File: config.mk
export PLATFORM = sky130hd
export DESIGN_NAME = prfe_front
export DESIGN_NICKNAME = d
export VERILOG_FILES = /design/src/sv/prfe_pkg.sv /design/src/sv/prfe_front.sv
export SDC_FILE = /design/constraint.sdc
export NUM_CORES = 1
export LEC_CHECK = 0
export ABC_AREA = 1
export BUFFER_PORTS_ARGS = -buffer_cell sky130_fd_sc_hd__buf_2
export CAP_MARGIN = 20
export CORE_MARGIN = 3
export CORE_UTILIZATION = 45
export CTS_BUF_LIST = sky130_fd_sc_hd__clkbuf_4 sky130_fd_sc_hd__clkbuf_8
export DETAILED_ROUTE_END_ITERATION = 16
export SLEW_MARGIN = 20
export SYNTH_ARGS = -nofsm -noshare
export SYNTH_HDL_FRONTEND = slang
export SYNTH_SLANG_ARGS = --single-unit
File: constraint.sdc
create_clock -name clk -period 5.1 [get_ports clk]
set_input_delay 0.51 -clock clk [delete_from_list [all_inputs] [get_ports clk]]
set_output_delay 0.51 -clock clk [all_outputs]
set_load 0.02 [all_outputs]
File: src/sv/prfe_pkg.sv
// ----------------------------------------------------------------------------
// prfe_pkg
// Shared types, codes and defaults for the planar rectangle fill engine.
// ----------------------------------------------------------------------------
package prfe_pkg;

    localparam int PLANE_BYTES_DEF = 16384;
    localparam int NUM_PLANES_DEF  = 4;
    localparam int CFG_W           = 11;
    localparam int COLOR_W         = 4;

    localparam logic [1:0] CMD_FILL  = 2'd0;
    localparam logic [1:0] CMD_SET   = 2'd1;
    localparam logic [1:0] CMD_READ  = 2'd2;
    localparam logic [1:0] CMD_CLEAR = 2'd3;

    localparam logic [1:0] ST_DONE    = 2'd0;
    localparam logic [1:0] ST_EMPTY   = 2'd1;
    localparam logic [1:0] ST_TOO_BIG = 2'd2;

    localparam logic CFG_IDX_WIDTH  = 1'b0;
    localparam logic CFG_IDX_HEIGHT = 1'b1;

    localparam logic [7:0] BYTE_ONES = 8'hFF;

    // Classified job from the front part: byte span and rows to walk.
    typedef struct packed {
        logic       walk;
        logic       rd;
        logic [1:0] status;
        logic [7:0] b1;
        logic [7:0] b2;
        logic [2:0] lo;
        logic [2:0] hi;
        logic [10:0] row0;
        logic [10:0] rows;
        logic [8:0] pitch;
        logic [COLOR_W-1:0] color;
    } job_t;

    localparam int JOB_W = $bits(job_t);

    function automatic logic [7:0] edge_mask(input logic [2:0] lo, input logic [2:0] hi);
        logic [7:0] a;
        logic [7:0] b;
        a = BYTE_ONES >> lo;
        b = BYTE_ONES << (3'd7 - hi);
        return a & b;
    endfunction

endpackage

File: src/sv/prfe_front.sv
// ----------------------------------------------------------------------------
// prfe_front
// Accept a command, clip it to the surface and register one job.
// ----------------------------------------------------------------------------
module prfe_front
    import prfe_pkg::*;
#(
    parameter int PLANE_BYTES = PLANE_BYTES_DEF
) (
    input  logic               clk,
    input  logic               rst_n,
    input  logic               in_valid,
    output logic               in_ready,
    input  logic [1:0]         cmd,
    input  logic signed [11:0] pos_x,
    input  logic signed [11:0] pos_y,
    input  logic signed [12:0] rect_width,
    input  logic signed [12:0] rect_height,
    input  logic [COLOR_W-1:0] color,
    input  logic [CFG_W-1:0]   sw,
    input  logic [CFG_W-1:0]   sh,
    output logic               job_valid,
    input  logic               job_ready,
    output job_t               job
);

    logic        full_reg;
    logic        full_next;
    job_t        job_reg;
    job_t        job_next;
    logic [8:0]  pitch;
    logic [18:0] area;
    logic signed [14:0] x1, y1, x2, y2, sws, shs;

    assign pitch = 9'((12'(sw) + 12'd7) >> 3);
    assign area  = 19'(pitch) * 19'(sh);
    assign sws   = 15'(sw);
    assign shs   = 15'(sh);

    always_comb
    begin
        x1 = 15'(pos_x);
        y1 = 15'(pos_y);
        if (x1 < 0) x1 = 15'sd0;
        if (y1 < 0) y1 = 15'sd0;
        x2 = 15'(pos_x) + 15'(rect_width) - 15'sd1;
        y2 = 15'(pos_y) + 15'(rect_height) - 15'sd1;
        if (x2 >= sws) x2 = sws - 15'sd1;
        if (y2 >= shs) y2 = shs - 15'sd1;

        job_next = '0;
        job_next.pitch = pitch;
        job_next.color = color;
        if (area > 19'(PLANE_BYTES))
        begin
            job_next.status = ST_TOO_BIG;
        end
        else
        begin
            unique case (cmd)
                CMD_FILL:
                begin
                    if (rect_width <= 0 || rect_height <= 0 || x1 > x2 || y1 > y2)
                        job_next.status = ST_EMPTY;
                    else
                    begin
                        job_next.walk = 1'b1;
                        job_next.b1   = 8'(x1 >>> 3);
                        job_next.b2   = 8'(x2 >>> 3);
                        job_next.lo   = 3'(x1);
                        job_next.hi   = 3'(x2);
                        job_next.row0 = 11'(y1);
                        job_next.rows = 11'(y2 - y1 + 15'sd1);
                    end
                end
                CMD_SET, CMD_READ:
                begin
                    if (pos_x < 0 || 15'(pos_x) >= sws || pos_y < 0 || 15'(pos_y) >= shs)
                        job_next.status = ST_EMPTY;
                    else
                    begin
                        job_next.walk = 1'b1;
                        job_next.rd   = (cmd == CMD_READ);
                        job_next.b1   = 8'(pos_x >>> 3);
                        job_next.b2   = 8'(pos_x >>> 3);
                        job_next.lo   = 3'(pos_x);
                        job_next.hi   = 3'(pos_x);
                        job_next.row0 = 11'(pos_y);
                        job_next.rows = 11'd1;
                    end
                end
                CMD_CLEAR:
                begin
                    if (pitch != 9'd0 && sh != '0)
                    begin
                        job_next.walk = 1'b1;
                        job_next.b1   = 8'd0;
                        job_next.b2   = 8'(pitch - 9'd1);
                        job_next.lo   = 3'd0;
                        job_next.hi   = 3'd7;
                        job_next.rows = sh;
                    end
                end
                default: job_next.status = ST_EMPTY;
            endcase
        end
    end

    assign in_ready  = !full_reg || job_ready;
    assign job_valid = full_reg;
    assign job       = job_reg;

    always_comb
    begin
        full_next = full_reg;
        if (in_valid && in_ready)
            full_next = 1'b1;
        else if (job_ready)
            full_next = 1'b0;
    end

    always_ff @(posedge clk or negedge rst_n)
    begin
        if (!rst_n)
            full_reg <= 1'b0;
        else
            full_reg <= full_next;
    end

    always_ff @(posedge clk)
    begin
        if (in_valid && in_ready)
            job_reg <= job_next;
    end

endmodule

==> results of run 1 <==
## cells in the final DEF, fill, tap and decap left out, types with 7 or more instances in the layout
cell      Yosys  layout
buf_4         2     310
o21ai_0      48      24
nand3_1      69      60
clkbuf_8      0       9
ha_1        181     160
nor2_4        0      11
buf_2         8     141
fa_1         66      62
nand3_2       2       7
ha_4          0      19
nor2_2        6      26
nand2_2       4      19
o21ai_2       0       9
nand2_1     381     353
nor3_1        8       8
edfxtp_1     61      61
a21oi_1      81      59
xnor2_1      19      17
a21oi_2      29      38
nor2_1      174     143
a21oi_4       0      13
nand2_4       0      13
inv_1       354     335
inv_2         5      17
buf_12        0       7
o21ai_1       1      11
nand4_1      26      26
xor2_1       38      36
## metrics by stage
stage	util [%]	setup WS, ns	instance area, µm²	power [mW]
after detailed placement	60.8	-0.912	14900	4.65
after global placement	60.8	-0.809	14900	4.62
after CTS	63.4	-0.259	15500	5.42
after global routing	65.8	-0.537	16200	6.28
final	65.8	-0.290	16200	5.76
after floorplan	-	-0.112	11700	3.28
## routing by layer
metal | share of wire [%] | up-vias
met5 | 0 | -
met4 | 3.4 | 0
met3 | 6.6 | 63
met2 | 47 | 402
met1 | 43 | 5555
li1 | - | 5981
## cells by family after synthesis
logic type / synth area share, %
flip-flops: 16.4
AO/OA/AOI/OAI: 8.83
AND/OR/NAND/NOR: 25.1
adder cells (fa/ha/maj): 31.6
XOR/XNOR: 4.41
buffers and inverters: 13.6
## worst max-delay path by stage
stage | start | endpoint | slack, ns
floorplan | sw[2] | job[46] | -0.11
global placement | sw[1] | job[46] | -0.81
detailed placement | sw[1] | job[47] | -0.91
CTS | sw[1] | job[38] | -0.26
global route | sw[3] | job[57] | -0.54
finish | sw[2] | job[57] | -0.29
## cell usage after synthesis (8+ instances only)
master	number	area [µm²]
nand3_1	69	345
inv_1	354	1330
xor2_1	38	333
nand2_1	381	1430
nor2_1	174	653
o21ai_0	48	240
clkbuf_1	15	56.3
a21oi_1	81	405
fa_1	66	1320
edfxtp_1	61	1830
nand4_1	26	163
nor3_1	8	40.0
buf_2	8	40.0
ha_1	181	2260
a21oi_2	29	254
xnor2_1	19	166
## power groups by stage
stage / Sequential (mW) / Clock [mW] / Combinational (mW)
after floorplan: 0.666 / 0 / 2.61
after global routing: 0.616 / 0.505 / 5.16
after CTS: 0.614 / 0.475 / 4.33
after detailed placement: 0.625 / 0 / 4.02
final: 0.614 / 0.471 / 4.67
after global placement: 0.626 / 0 / 3.99
## final cells by class
| class | count | area [µm²] | share of cell area, % |
|---|---|---|---|
| inverters | 365 | 1420 | 8.79 |
| multi-input cells | 1164 | 8860 | 54.9 |
| repair buffers | 471 | 3390 | 21.0 |
| clock buffers | 9 | 124 | 0.767 |
| well taps | 324 | 405 | 2.51 |
| repair inverters | 1 | 7.51 | 0.0465 |
| flip-flops and latches | 62 | 1860 | 11.5 |
| clock inverters | 7 | 81.3 | 0.503 |
## timing repair
item                       CTS  global route
hold endpoints to repair     1             0
pin swaps                   26            39
setup buffers                8            14
resized for setup           69           111
hold buffers                 1             0
gates cloned                 5             1
setup endpoints to repair   48            48
==> impl_metrics.csv, run 1 <==
group,metric,value,unit
outcome,run_status,"finished with violations",
outcome,violations,"setup timing",
worst_setup_path,worstPathMaxFanout,6,
pwr,leakagePower,8.52,nW
sta,fmax,186,MHz
clock_network,worstSkewPairLatency,0.36,ns
worst_setup_path,cp_num_buf_inv,9,
worst_setup_path,slowest_stage,"fa_1",
die,start_util,46.2,%
global_route,grt_max_degree,62,
detailed_routing,ant_nets,0,
sta,tightest_slew,0.837,ns
cells_and_area,area_growth,42.5,%
die,die_h,165,µm
worst_setup_path,worst-path-stages,29,
worst_setup_path,path_class,"in2reg",
yosys,syn-mean-instance-area,7.00,µm²
die,io-pin-count,145,
cells_and_area,layoutNonFillerInstCount,2403,
pwr,powerDensity,356,mW/mm²
yosys,synth_edf_count,61,
global_route,grt.total_usage,28.0,%
yosys,ys_ff_latch,62,
yosys,yosys_warnings,0,
global_route,use_met3,3.49,%
sta,hold_viol,0,
sta,worst_hold_slack,0.332,ns
placement,io_buffers,144,
placement,dp_cells,2358,
sta,setup_viol,48,
placement,gp_congestion,0.932,
clock_network,clk_pin_slew_worst_paths,0.08,ns
cells_and_area,nets,2403,
die,dieArea,0.0271,mm²
clock_network,numCtsBuffers,9,
die,placementRows,57,
pwr,p_int,3.03,mW
detailed_routing,routedWlPerCell,15.7,µm
detailed_routing,drc,0,
worst_setup_path,r2r_cells,2,
placement,place_hpwl,31.4,mm
clock_network,clock_tree.root_cell,"clkbuf_8",
pwr,p_switching,2.73,mW
global_route,grt_pass1_wl,59.4,mm
die,die_w,165,µm
pwr,p_sw_share,47.4,%
sta,slew_headroom,44.2,%
pwr,peakVddDrop,343,µV
yosys,async_flop_share,1.61,%
clock_network,cts.sinks,62,
worst_setup_path,crit_path_start_kind,"primary input",
worst_hold_path,hold_depth,1,
detailed_routing,wirelength,37.8,mm
sta,maxSlewViolCount,0,
global_route,grt_pass1_vias,11700,
yosys,synthDistinctLibCells,43,
sta,period_needed,5.39,ns
sta,setup_tns,-11.92,ns
yosys,ys_seq_area_share,16.4,%
worst_setup_path,cp-end-kind,"register",
global_route,use_met2,47.0,%
sta,worst_slack,-0.290,ns
yosys,synth_top_flop_cell,"edfxtp_1",
pwr,clockPowerShare,8.2,%
worst_setup_path,r2r_setup_slack,3.47,ns
worst_setup_path,timing.rr.end,"job[11]",
cells_and_area,n_antenna_cell,0,
global_route,globalRouteOverflowTotal,0,
cells_and_area,nFillCells,2202,
cells_and_area,drive_above_1_share,33.5,%
worst_setup_path,r2r_start,"job_valid",
global_route,use_met1,37.4,%
global_route,busiest_layer,"met2",
die,coreArea,0.0245,mm²
yosys,synth_cells,1620,
worst_hold_path,hp-start,"color[1]",
detailed_routing,vias,12000,
cells_and_area,largest_reg_flops,61,
worst_setup_path,cp_top_family,"adder cells",
sta,rsz0062_at_grt,"yes",
sta,finalCritPeriodShare,106,%
worst_setup_path,max_stage_delay,0.55,ns
run,drv_cap,0,
detailed_routing,dr.first_iter.drc_count,862,
clock_network,cts_max_path_buffers,2,
worst_setup_path,cpMostUsedCell,"fa_1",
sta,finalClockSkew,0.0102,ns
yosys,synth_area,0.0113,mm²
worst_hold_path,holdPathEnd,"job[1]",
clock_network,cts_tree,"built",
detailed_routing,via_per_inst,4.99,
yosys,synth.net_count,1949,
global_route,antenna_found_initial,0,
pwr,seq_power_share,10.7,%
pwr,combPwrFrac,81.2,%
worst_hold_path,hold_class,"in2reg",
worst_setup_path,critPathRequiredTime,5.32,ns
clock_network,cts_max_level,3,
detailed_routing,drtPass1Iterations,5,
worst_setup_path,arrival,5.61,ns
Note: power is estimated with default switching activity, not from simulation.
==> run 2, diff against run 1 <==
PLACE_DENSITY = 0.67   (was default)
clock period = 4.5 ns   (was 5.1 ns; I/O delays follow)
==> impl_metrics.csv, run 2 (same netlist as run 1, synthesis figures left out) <==
group,metric,value,unit
pwr,leakagePower,9.03,nW
worst_setup_path,cpMostUsedCell,"nand2_1",
run,drv_cap,0,
cells_and_area,largest_reg_flops,61,
worst_setup_path,slowest_stage,"or3_1",
detailed_routing,drtPass1Iterations,6,
worst_setup_path,r2r_cells,2,
sta,maxSlewViolCount,0,
cells_and_area,final_area,0.0175,mm²
cells_and_area,layout_commonest_cell,"buf_4",
detailed_routing,dr.first_iter.drc_count,1181,
sta,finalClockSkew,0.0149,ns
placement,place_area,0.0152,mm²
sta,hold_viol,0,
placement,io_buffers,144,
worst_setup_path,worstPathMaxFanout,5,
sta,setup_viol,48,
worst_setup_path,r2r_start,"job_valid",
sta,rsz0062_at_grt,"yes",
clock_network,numCtsBuffers,9,
outcome,violations,"setup timing",
cells_and_area,layoutNonFillerInstCount,2484,
cells_and_area,layout_common_cells,"375 x buf_4, 316 x inv_1, 309 x nand2_1",
detailed_routing,ant_nets,0,
pwr,peakVddDrop,712,µV
die,placementRows,57,
worst_setup_path,max_stage_delay,0.40,ns
die,start_util,46.2,%
detailed_routing,drc,0,
global_route,grt.total_usage,29.4,%
global_route,antenna_found_initial,2,
clock_network,cts_max_level,3,
detailed_routing,wirelength,42.4,mm
placement,dp_cells,2393,
sta,slew_headroom,31.7,%
detailed_routing,routedWlPerCell,17.1,µm
global_route,grt_max_degree,37,
cells_and_area,area_growth,54.3,%
clock_network,clock_tree.root_cell,"clkbuf_8",
worst_hold_path,hold_class,"in2reg",
worst_setup_path,critPathLaunch,"rect_width[1]",
clock_network,worstSkewPairLatency,0.38,ns
sta,finalCritPeriodShare,119,%
worst_setup_path,path_class,"in2reg",
outcome,run_status,"finished with violations",
sta,tightest_slew,1.02,ns
sta,period_needed,5.36,ns
detailed_routing,via_per_inst,5.19,
worst_setup_path,crit_path_start_kind,"primary input",
worst_hold_path,hp-start,"color[2]",
global_route,grt_pass1_wl,63.1,mm
global_route,grt_pass1_vias,12400,
worst_setup_path,critPathRequiredTime,4.74,ns
sta,worst_slack,-0.859,ns
die,coreArea,0.0245,mm²
global_route,globalRouteOverflowTotal,0,
die,io-pin-count,145,
clock_network,cts_tree,"built",
placement,gp_congestion,0.947,
worst_hold_path,hold_depth,1,
die,die_h,165,µm
cells_and_area,nets,2482,
detailed_routing,vias,12900,
clock_network,clk_pin_slew_worst_paths,0.08,ns
pwr,powerDensity,412,mW/mm²
clock_network,cts.sinks,62,
die,dieArea,0.0271,mm²
worst_setup_path,cp-end-kind,"register",
clock_network,cts_max_path_buffers,2,
die,die_w,165,µm
sta,fmax,187,MHz
worst_setup_path,arrival,5.60,ns
cells_and_area,drive_above_1_share,40.9,%
placement,place_hpwl,31.4,mm
-- run 2: cell types whose count changed in the layout (fill, tap and decap cells not counted), sizes merged --
cell    previous run  this run
bufinv             1         0
diode              0         2
clkinv             8        10
clkbuf            10        14
inv              361       358
buf              468       545
-- run 2: critical path, delay by kind of cell --
family | cells | cell delay, ns
AND/OR/NAND/NOR | 18 | 1.99
adder cells (fa/ha/maj) | 5 | 1.32
buffers and inverters | 9 | 0.92
AO/OA/AOI/OAI | 5 | 0.80
XOR/XNOR | 1 | 0.09
-- run 2: final timing paths --
| kind | slack [ns] | end |
|---|---|---|
| min in group asynchronous | 0.39 | job_valid |
| setup reg to reg | 2.34 | job[47] |
| max in group asynchronous | 4.03 | job_valid |
| setup / recovery | -0.86 | job[34] |
| hold / removal | 0.25 | job[2] |
| hold reg to reg | 0.60 | job_valid |
-- run 2: layer usage --
layer  vias to the layer above  share of wire [%]  global-route usage (%)  routed length (µm)
met4                         0                4.4                    11.2                1880
li1                       6126                  -                       -                   -
met5                         -                  0                       0                   0
met1                      6004                 41                    39.8               17500
met3                       142                7.7                    3.96                3280
met2                       611                 46                    47.9               19700
-- run 2: power by group --
group	internal [mW]	leakage (nW)	switching, mW
registers	0.682	0.616	0.0123
logic	2.91	8.33	3.13
clock network	0.204	0.0855	0.265
-- run 2: repair_timing --
item / 4_1_cts / 5_1_grt
resized for setup: 171 / 160
setup buffers: 42 / 18
pin swaps: 42 / 100
cloned: 9 / 3
endpoints found under the setup margin: 48 / 48
hold endpoints to repair: 1 / 0
hold buffers: 1 / 0
-- run 2: through the flow --
| step | setup TNS, ns | total power, mW | setup slack, ns | hold WS (ns) | util [%] |
|---|---|---|---|---|---|
| floorplan | -29.44 | 3.72 | -0.652 | 0.154 | - |
| global placement | -62.20 | 5.30 | -1.32 | 0.225 | 62.1 |
| detailed placement | -64.62 | 5.36 | -1.41 | 0.226 | 62.1 |
| CTS | -32.28 | 6.38 | -0.693 | 0.256 | 67.6 |
| global route | -50.12 | 7.75 | -1.10 | 0.248 | 71.3 |
| finish | -38.74 | 7.20 | -0.859 | 0.252 | 71.3 |
-- run 2: cell type report --
class	instances	area, µm²
Multi-Input combinational cell	1164	9420
Fill cell	1808	7050
Timing Repair Buffer	551	4200
Sequential cell	62	1860
Inverter	365	1430
Tap cell	324	405
Clock buffer	10	131
Clock inverter	6	38.8
Antenna cell	2	5.00
